`src/rlkns_pkg.sv`:
```
package rlkns_pkg;

  localparam int unsigned COORD_W = 16;
  localparam int unsigned ID_W = 9;
  localparam int unsigned DIST_W = 33;
  localparam int unsigned SQ_W = 2 * COORD_W;

  localparam int unsigned NEIGHBOR_SLOTS_DEFAULT = 3;
  localparam int unsigned POINT_COUNT_DEFAULT = 512;

  localparam logic [DIST_W-1:0] RADIUS_SQ_RESET = 33'd64000000;

  localparam logic KIND_START = 1'b0;
  localparam logic KIND_CANDIDATE = 1'b1;

  typedef struct packed {
    logic              kind;
    logic [COORD_W-1:0] pos_x;
    logic [COORD_W-1:0] pos_y;
    logic [ID_W-1:0]    point_id;
    logic              final_candidate;
  } in_item_t;

  typedef struct packed {
    logic              slot_valid;
    logic [ID_W-1:0]   neighbor_id;
    logic [DIST_W-1:0] neighbor_dist_sq;
    logic              end_of_run;
  } out_item_t;

  typedef enum logic [2:0] {
    ST_IDLE,
    ST_SQUARE,
    ST_SUM,
    ST_SCAN,
    ST_UPDATE,
    ST_LOAD,
    ST_EMIT
  } ctrl_state_e;

  typedef struct packed {
    logic load_query;
    logic load_cand;
    logic square_en;
    logic sum_en;
    logic scan_en;
    logic update_en;
    logic ptr_clr;
    logic emit_load;
  } ctrl_cmd_t;

  typedef struct packed {
    logic cand_final;
    logic ptr_last;
    logic out_last;
  } dp_status_t;

endpackage

```
`src/radius_limited_k_nearest_select.sv`:
```
// Channel   Direction  Handshake               Payload
// in        input      in_valid_i/in_ready_o    in_data_i   (rlkns_pkg::in_item_t)
// out       output     out_valid_o/out_ready_i  out_data_o  (rlkns_pkg::out_item_t)
// cfg       input      cfg_valid_i/cfg_ready_o  cfg_data_i  (radius squared, 33 bits)
//
// A start request loads the query. A candidate passes the square, sum, scan and update
// states, the scan visiting one slot per cycle; a final candidate then adds a load state
// and NEIGHBOR_SLOTS results, one slot per cycle while out_ready_i stays high.
// Reset is asynchronous, active low, and leaves all slots empty and the query at the origin.
// The block takes one request at a time and holds each result until out_ready_i takes it.
module radius_limited_k_nearest_select #(
  parameter int unsigned NEIGHBOR_SLOTS = rlkns_pkg::NEIGHBOR_SLOTS_DEFAULT,
  parameter int unsigned POINT_COUNT = rlkns_pkg::POINT_COUNT_DEFAULT
) (
  input  logic                          clk_i,
  input  logic                          rst_ni,
  input  logic                          in_valid_i,
  output logic                          in_ready_o,
  input  rlkns_pkg::in_item_t           in_data_i,
  output logic                          out_valid_o,
  input  logic                          out_ready_i,
  output rlkns_pkg::out_item_t          out_data_o,
  input  logic                          cfg_valid_i,
  output logic                          cfg_ready_o,
  input  logic [rlkns_pkg::DIST_W-1:0]  cfg_data_i
);

  rlkns_pkg::ctrl_cmd_t  cmd;
  rlkns_pkg::dp_status_t status;

  assign cfg_ready_o = 1'b1;

  rlkns_ctrl u_ctrl (
    .clk_i       (clk_i),
    .rst_ni      (rst_ni),
    .in_valid_i  (in_valid_i),
    .in_kind_i   (in_data_i.kind),
    .in_ready_o  (in_ready_o),
    .out_valid_o (out_valid_o),
    .out_ready_i (out_ready_i),
    .status_i    (status),
    .cmd_o       (cmd)
  );

  rlkns_datapath #(
    .NEIGHBOR_SLOTS (NEIGHBOR_SLOTS),
    .POINT_COUNT    (POINT_COUNT)
  ) u_datapath (
    .clk_i      (clk_i),
    .rst_ni     (rst_ni),
    .in_data_i  (in_data_i),
    .cfg_we_i   (cfg_valid_i && cfg_ready_o),
    .cfg_data_i (cfg_data_i),
    .cmd_i      (cmd),
    .status_o   (status),
    .out_data_o (out_data_o)
  );

endmodule

```
`src/rlkns_ctrl.sv`:
```
module rlkns_ctrl (
  input  logic                  clk_i,
  input  logic                  rst_ni,
  input  logic                  in_valid_i,
  input  logic                  in_kind_i,
  output logic                  in_ready_o,
  output logic                  out_valid_o,
  input  logic                  out_ready_i,
  input  rlkns_pkg::dp_status_t status_i,
  output rlkns_pkg::ctrl_cmd_t  cmd_o
);

  rlkns_pkg::ctrl_state_e state_q, state_d;

  always_ff @(posedge clk_i or negedge rst_ni) begin
    if (!rst_ni) begin
      state_q <= rlkns_pkg::ST_IDLE;
    end else begin
      state_q <= state_d;
    end
  end

  always_comb begin
    state_d = state_q;
    cmd_o = '0;
    in_ready_o = 1'b0;
    out_valid_o = 1'b0;
    case (state_q)
      rlkns_pkg::ST_IDLE: begin
        in_ready_o = 1'b1;
        if (in_valid_i) begin
          if (in_kind_i == rlkns_pkg::KIND_START) begin
            cmd_o.load_query = 1'b1;
          end else begin
            cmd_o.load_cand = 1'b1;
            cmd_o.ptr_clr = 1'b1;
            state_d = rlkns_pkg::ST_SQUARE;
          end
        end
      end
      rlkns_pkg::ST_SQUARE: begin
        cmd_o.square_en = 1'b1;
        state_d = rlkns_pkg::ST_SUM;
      end
      rlkns_pkg::ST_SUM: begin
        cmd_o.sum_en = 1'b1;
        state_d = rlkns_pkg::ST_SCAN;
      end
      rlkns_pkg::ST_SCAN: begin
        cmd_o.scan_en = 1'b1;
        if (status_i.ptr_last) begin
          state_d = rlkns_pkg::ST_UPDATE;
        end
      end
      rlkns_pkg::ST_UPDATE: begin
        cmd_o.update_en = 1'b1;
        cmd_o.ptr_clr = 1'b1;
        state_d = status_i.cand_final ? rlkns_pkg::ST_LOAD : rlkns_pkg::ST_IDLE;
      end
      rlkns_pkg::ST_LOAD: begin
        // The slots were written on the previous edge, so they are read here.
        cmd_o.emit_load = 1'b1;
        state_d = rlkns_pkg::ST_EMIT;
      end
      rlkns_pkg::ST_EMIT: begin
        out_valid_o = 1'b1;
        if (out_ready_i) begin
          if (status_i.out_last) begin
            state_d = rlkns_pkg::ST_IDLE;
          end else begin
            cmd_o.emit_load = 1'b1;
          end
        end
      end
      default: begin
        state_d = rlkns_pkg::ST_IDLE;
      end
    endcase
  end

  a_no_overlap: assert property (@(posedge clk_i) disable iff (!rst_ni)
    !(in_ready_o && out_valid_o))
    else $error("input taken while a result is pending");

  a_last_result_ends: assert property (@(posedge clk_i) disable iff (!rst_ni)
    (out_valid_o && out_ready_i && status_i.out_last) |=> (state_q == rlkns_pkg::ST_IDLE))
    else $error("emission did not end after the last slot");

  a_candidate_starts_scan: assert property (@(posedge clk_i) disable iff (!rst_ni)
    (in_valid_i && in_ready_o && (in_kind_i == rlkns_pkg::KIND_CANDIDATE))
    |=> (state_q == rlkns_pkg::ST_SQUARE))
    else $error("accepted candidate did not start the distance pipeline");

endmodule

```
`src/rlkns_datapath.sv`:
```
module rlkns_datapath #(
  parameter int unsigned NEIGHBOR_SLOTS = rlkns_pkg::NEIGHBOR_SLOTS_DEFAULT,
  parameter int unsigned POINT_COUNT = rlkns_pkg::POINT_COUNT_DEFAULT
) (
  input  logic                          clk_i,
  input  logic                          rst_ni,
  input  rlkns_pkg::in_item_t           in_data_i,
  input  logic                          cfg_we_i,
  input  logic [rlkns_pkg::DIST_W-1:0]  cfg_data_i,
  input  rlkns_pkg::ctrl_cmd_t          cmd_i,
  output rlkns_pkg::dp_status_t         status_o,
  output rlkns_pkg::out_item_t          out_data_o
);

  localparam int unsigned SlotW = (NEIGHBOR_SLOTS > 1) ? $clog2(NEIGHBOR_SLOTS) : 1;
  localparam int unsigned CW = rlkns_pkg::COORD_W;
  localparam int unsigned IW = rlkns_pkg::ID_W;
  localparam int unsigned DW = rlkns_pkg::DIST_W;
  localparam int unsigned SW = rlkns_pkg::SQ_W;

  logic [DW-1:0] radius_q;
  logic [CW-1:0] query_x_q, query_y_q;
  logic [IW-1:0] query_id_q;

  logic [CW-1:0] cand_x_q, cand_y_q;
  logic [IW-1:0] cand_id_q;
  logic          cand_fin_q;

  logic [SW-1:0] dx2_q, dy2_q;
  logic [DW-1:0] dist_q;
  logic          cand_ok_q;

  logic [NEIGHBOR_SLOTS-1:0] filled_q;
  logic [IW-1:0]             slot_id_q   [NEIGHBOR_SLOTS];
  logic [DW-1:0]             slot_dist_q [NEIGHBOR_SLOTS];

  logic [SlotW-1:0] ptr_q, ptr_d;
  logic [SlotW-1:0] worst_q;
  logic [DW-1:0]    worst_dist_q;
  logic             worst_empty_q;

  rlkns_pkg::out_item_t out_q;

  logic [CW-1:0] dx, dy;
  logic [DW-1:0] dist_sum;
  logic          id_ok;
  logic          ptr_last;
  logic          rd_filled;
  logic [IW-1:0] rd_id;
  logic [DW-1:0] rd_dist;
  logic          do_write;

  assign dx = (cand_x_q > query_x_q) ? cand_x_q - query_x_q : query_x_q - cand_x_q;
  assign dy = (cand_y_q > query_y_q) ? cand_y_q - query_y_q : query_y_q - cand_y_q;
  assign dist_sum = {1'b0, dx2_q} + {1'b0, dy2_q};
  assign id_ok = ({{(32 - IW){1'b0}}, cand_id_q} < 32'(POINT_COUNT)) &&
                 (cand_id_q != query_id_q);

  assign ptr_last = (ptr_q == SlotW'(NEIGHBOR_SLOTS - 1));
  assign rd_filled = filled_q[ptr_q];
  assign rd_id = slot_id_q[ptr_q];
  assign rd_dist = slot_dist_q[ptr_q];

  // An empty slot always loses to an accepted candidate; a filled one only to a strictly nearer one.
  assign do_write = cmd_i.update_en && cand_ok_q && (worst_empty_q || (dist_q < worst_dist_q));

  always_comb begin
    ptr_d = ptr_q;
    if (cmd_i.ptr_clr) begin
      ptr_d = '0;
    end else if ((cmd_i.scan_en || cmd_i.emit_load) && !ptr_last) begin
      ptr_d = ptr_q + SlotW'(1);
    end
  end

  always_ff @(posedge clk_i or negedge rst_ni) begin
    if (!rst_ni) begin
      radius_q <= rlkns_pkg::RADIUS_SQ_RESET;
      query_x_q <= '0;
      query_y_q <= '0;
      query_id_q <= '0;
      filled_q <= '0;
      ptr_q <= '0;
    end else begin
      ptr_q <= ptr_d;
      if (cfg_we_i) begin
        radius_q <= cfg_data_i;
      end
      if (cmd_i.load_query) begin
        query_x_q <= in_data_i.pos_x;
        query_y_q <= in_data_i.pos_y;
        query_id_q <= in_data_i.point_id;
        filled_q <= '0;
      end else if (do_write) begin
        filled_q[worst_q] <= 1'b1;
      end
    end
  end

  always_ff @(posedge clk_i) begin
    if (cmd_i.load_cand) begin
      cand_x_q <= in_data_i.pos_x;
      cand_y_q <= in_data_i.pos_y;
      cand_id_q <= in_data_i.point_id;
      cand_fin_q <= in_data_i.final_candidate;
    end
    if (cmd_i.square_en) begin
      dx2_q <= SW'(dx) * SW'(dx);
      dy2_q <= SW'(dy) * SW'(dy);
    end
    if (cmd_i.sum_en) begin
      dist_q <= dist_sum;
      cand_ok_q <= id_ok && (dist_sum <= radius_q);
    end
    if (cmd_i.scan_en) begin
      if (ptr_q == '0) begin
        worst_q <= '0;
        worst_dist_q <= rd_dist;
        worst_empty_q <= !rd_filled;
      end else if (!worst_empty_q) begin
        if (!rd_filled) begin
          worst_q <= ptr_q;
          worst_empty_q <= 1'b1;
        end else if (rd_dist > worst_dist_q) begin
          worst_q <= ptr_q;
          worst_dist_q <= rd_dist;
        end
      end
    end
    if (do_write) begin
      slot_id_q[worst_q] <= cand_id_q;
      slot_dist_q[worst_q] <= dist_q;
    end
    if (cmd_i.emit_load) begin
      out_q.slot_valid <= rd_filled;
      out_q.neighbor_id <= rd_filled ? rd_id : '0;
      out_q.neighbor_dist_sq <= rd_filled ? rd_dist : '0;
      out_q.end_of_run <= ptr_last;
    end
  end

  assign out_data_o = out_q;
  assign status_o.cand_final = cand_fin_q;
  assign status_o.ptr_last = ptr_last;
  assign status_o.out_last = out_q.end_of_run;

  a_worst_in_range: assert property (@(posedge clk_i) disable iff (!rst_ni)
    cmd_i.update_en |-> (32'(worst_q) < NEIGHBOR_SLOTS))
    else $error("replacement slot out of range");

  a_start_clears: assert property (@(posedge clk_i) disable iff (!rst_ni)
    cmd_i.load_query |=> (filled_q == '0))
    else $error("start did not empty the slots");

  a_fill_monotonic: assert property (@(posedge clk_i) disable iff (!rst_ni)
    !cmd_i.load_query |=> ($countones(filled_q) >= $past($countones(filled_q))))
    else $error("a slot emptied without a start");

endmodule
```
`config.mk`:
```
export PLATFORM = sky130hd
export DESIGN_NAME = radius_limited_k_nearest_select
export DESIGN_NICKNAME = d
export VERILOG_FILES = /design/src/rlkns_pkg.sv /design/src/radius_limited_k_nearest_select.sv /design/src/rlkns_ctrl.sv /design/src/rlkns_datapath.sv
export SDC_FILE = /design/constraint.sdc
export NUM_CORES = 2
export LEC_CHECK = 0
export BUFFER_PORTS_ARGS = -buffer_cell sky130_fd_sc_hd__buf_2
export CAP_MARGIN = 30
export CORE_MARGIN = 4
export CORE_UTILIZATION = 39
export CTS_CLUSTER_SIZE = 28
export DETAILED_ROUTE_END_ITERATION = 12
export GPL_ROUTABILITY_DRIVEN = 1
export SYNTH_ARGS = -nofsm -noshare
export SYNTH_HDL_FRONTEND = slang
export SYNTH_SLANG_ARGS = --single-unit
```
`constraint.sdc`:
```
create_clock -name clk_i -period 10.9 [get_ports clk_i]
set_clock_uncertainty 0.15 [all_clocks]
set_input_delay 2.725 -clock clk_i [delete_from_list [all_inputs] [get_ports clk_i]]
set_output_delay 2.725 -clock clk_i [all_outputs]
set_load 0.01 [all_outputs]
```
==> run summary <==
filler cell count = 8580
ant diodes = 0
synthesized area per cell = 10.8 sq um
dpl cells = 4535
synth unique cells = 79
final instance area = 39000 sq um
Yosys top cell by area = edfxtp_1
Synth Area in XOR/XNOR = 3.80%
ys flop type = edfxtp_1
GP Congestion = 0.857
Hold WC Path Type = flip-flop to flip-flop
Synth warnings = 0
Worst Path Class, Setup = flip-flop to flip-flop
number of DRC markers in iteration 0 = 1217
drt total wl = 79.9 mm
final hold vios = 0
headroom to the max-slew limit = 33.9%
Post-synth top cells = 593 x inv_1, 389 x ha_1, 344 x edfxtp_1
EDFF count, synth = 344
postcts setup bufs = 0
Syn Nets = 4091
synthesized cell area = 35500 sq um
Die Footprint = 95800 sq um
Least-Margin Pin Slew = 0.987 ns
post-synth top area share = 29.1%
num ports = 128
Seq cells post-synth = 426
status = complete, no violations
Std-Cell Rows = 110
mux contribution to synthesized area = 3.08%
Root Driver = clkbuf_16
nets@finish = 4208
cells after synthesis = 3293
via count = 22858
post-synthesis adder-cell area fraction = 32.2%
Crit. End Element = flip-flop
critical path's most frequent cell = fa_1
Hold-fix buffers, CTS = 0
Starting Density = 39.3%
Worst-path clk slew = 0.06 ns
Core ar. = 90100 sq um
maxcap violations = 0
Syn-to-layout area delta = 10.1%
DRC errors left = 0
Slowest cell on crit path = xor2_1
Cell Area, Placed = 37400 sq um
largest family of logic cells by synthesized area = adder cells
CP required = 11.09 ns
Largest stage delay, worst path = 0.68 ns
startpoint types = flip-flop
DR pass1 iterations = 5
Num CTS Buffers = 48
port buffer count = 126
first-pass GRT wire length = 130 mm
Post-Synth Simple-Gate Area = 8.90%
RSZ-0062 raised after global routing = no
GR Util All Layers = 17.1%
clk buf depth = 3
clock latency on the worst-skew pair = 0.60 ns
Seq/Total Area, Yosys = 34.9%
Finished Layout Cells = 4626
largest net degree at the start of global routing = 66
total grt overflow = 0
crit-path max FO = 14
drt wl/cell = 17.3 um
fmax = 104 MHz
number of global-route vias before repair = 23762
final setup fails = 0
Area contributors post-synth = edfxtp_1 29%, fa_1 19%, ha_1 14%
layout cell share with drive strength beyond 1 = 10.5%
most common cell in the synthesized netlist = inv_1
initial antenna violation count = 2
complex-gate fraction of the synthesized area = 9.33%
H-Tree Depth = 2
Arr. time, crit path = 9.82 ns
Final ANT Viol Nets = 0
Die H = 310 um
max-slew violations = 0
final period utilization = 88.3%
clk sinks = 426
Final min period = 9.63 ns
Vias/cell = 4.94
setup TNS = 0 ns
Die W = 310 um
Post-CTS Resized = 0
DP HPWL = 63.3 mm
CTS tree = done
async set-reset flop share out of synthesis = 19.2%
==> logic make-up after synthesis <==
group,Yosys count
adder cells (fa/ha/maj),717
buffers and inverters,701
AND/OR/NAND/NOR,691
AO/OA/AOI/OAI,521
flip-flops,426
XOR/XNOR,133
multiplexers,103
other,1
==> per-stage QoR <==
stage,hold WS (ns),util (%),setup slack [ns]
floorplan,0.299,-,2.45
global placement,0.308,41.5,1.43
detailed placement,0.320,41.5,1.27
CTS,0.333,43.3,1.25
global route,0.351,43.3,0.688
finish,0.327,43.3,1.27
==> final cells by class <==
type | count | area (sq um) | share of cell area, %
clock buffer | 61 | 1300 | 3.33
clock inverter | 29 | 329 | 0.843
inverter | 614 | 2300 | 5.90
multi-input combinational | 2166 | 20400 | 52.2
sequential | 426 | 12400 | 31.7
tap | 1176 | 1470 | 3.77
timing repair buffer | 154 | 856 | 2.19
==> layer usage <==
layer,GRT usage [%],up-vias,part of all wire [%]
met5,0,-,0.026
met1,23.8,11139,46
li1,-,11130,-
met4,3.94,4,2.1
met3,2.53,93,4.8
met2,28.4,492,47
==> worst max-delay path, delay by kind of cell (launching register included) <==
family / cells / cell delay [ns]
flops: 1 / 0.39
fa+ha+maj: 8 / 3.89
compound gates: 8 / 1.83
mux: 1 / 0.28
simple gates: 7 / 1.37
buf+inv: 5 / 0.68
xor+xnor: 2 / 0.76
==> path summary, 6_finish.rpt <==
path                                           from                 endpoint  slack [ns]  cells past startpoint
max                        u_datapath.query_y_q[14]     u_datapath.dy2_q[28]        1.27                     31
max reg2reg                u_datapath.query_y_q[14]     u_datapath.dy2_q[28]        1.27                     31
min reg2reg                  u_datapath.filled_q[2]   u_datapath.filled_q[2]        0.33                      1
min in group asynchronous                    rst_ni  u_datapath.query_x_q[8]        1.93                      1
max in group asynchronous                    rst_ni      u_datapath.ptr_q[1]        7.43                      2
min                          u_datapath.filled_q[2]   u_datapath.filled_q[2]        0.33                      1
==> flip-flops by register name (all words and copies together), names as in the netlist, 2 cells and up <==
register                 cells
u_datapath.slot_id_q        27
u_datapath.dy2_q            31
u_datapath.filled_q          3
u_datapath.out_data_o       44
u_datapath.slot_dist_q      99
u_datapath.cand_x_q         16
u_datapath.ptr_q             2
u_ctrl.state_q               3
u_datapath.query_x_q        16
u_datapath.dist_q           33
u_datapath.radius_q         33
u_datapath.dx2_q            31
u_datapath.worst_dist_q     33
u_datapath.worst_q           2
u_datapath.cand_id_q         9
u_datapath.query_y_q        16
u_datapath.cand_y_q         16
u_datapath.query_id_q        9
==> cell usage in the layout (no fill, tap or decap), types with 24 or more instances in the layout <==
cell       netlist  routed
a21o_1         125     125
a21oi_1        152     152
buf_2           29     125
buf_4            4      28
clkbuf_16        0      49
dfrtp_1         75      73
edfxtp_1       344     344
fa_1           328     328
ha_1           389     389
inv_1          593     592
mux2_2          44      44
mux2i_1         58      58
nand2_1        234     234
nand2b_1        32      32
nand3_1         24      24
nand4_1         33      33
nor2_1         229     228
nor2b_1         63      62
o21ai_0        127     127
xnor2_1         72      72
xor2_1          41      41
Power is not shown: default switching activity piles up to over one toggle a cycle in this logic, so the estimate is an artifact.
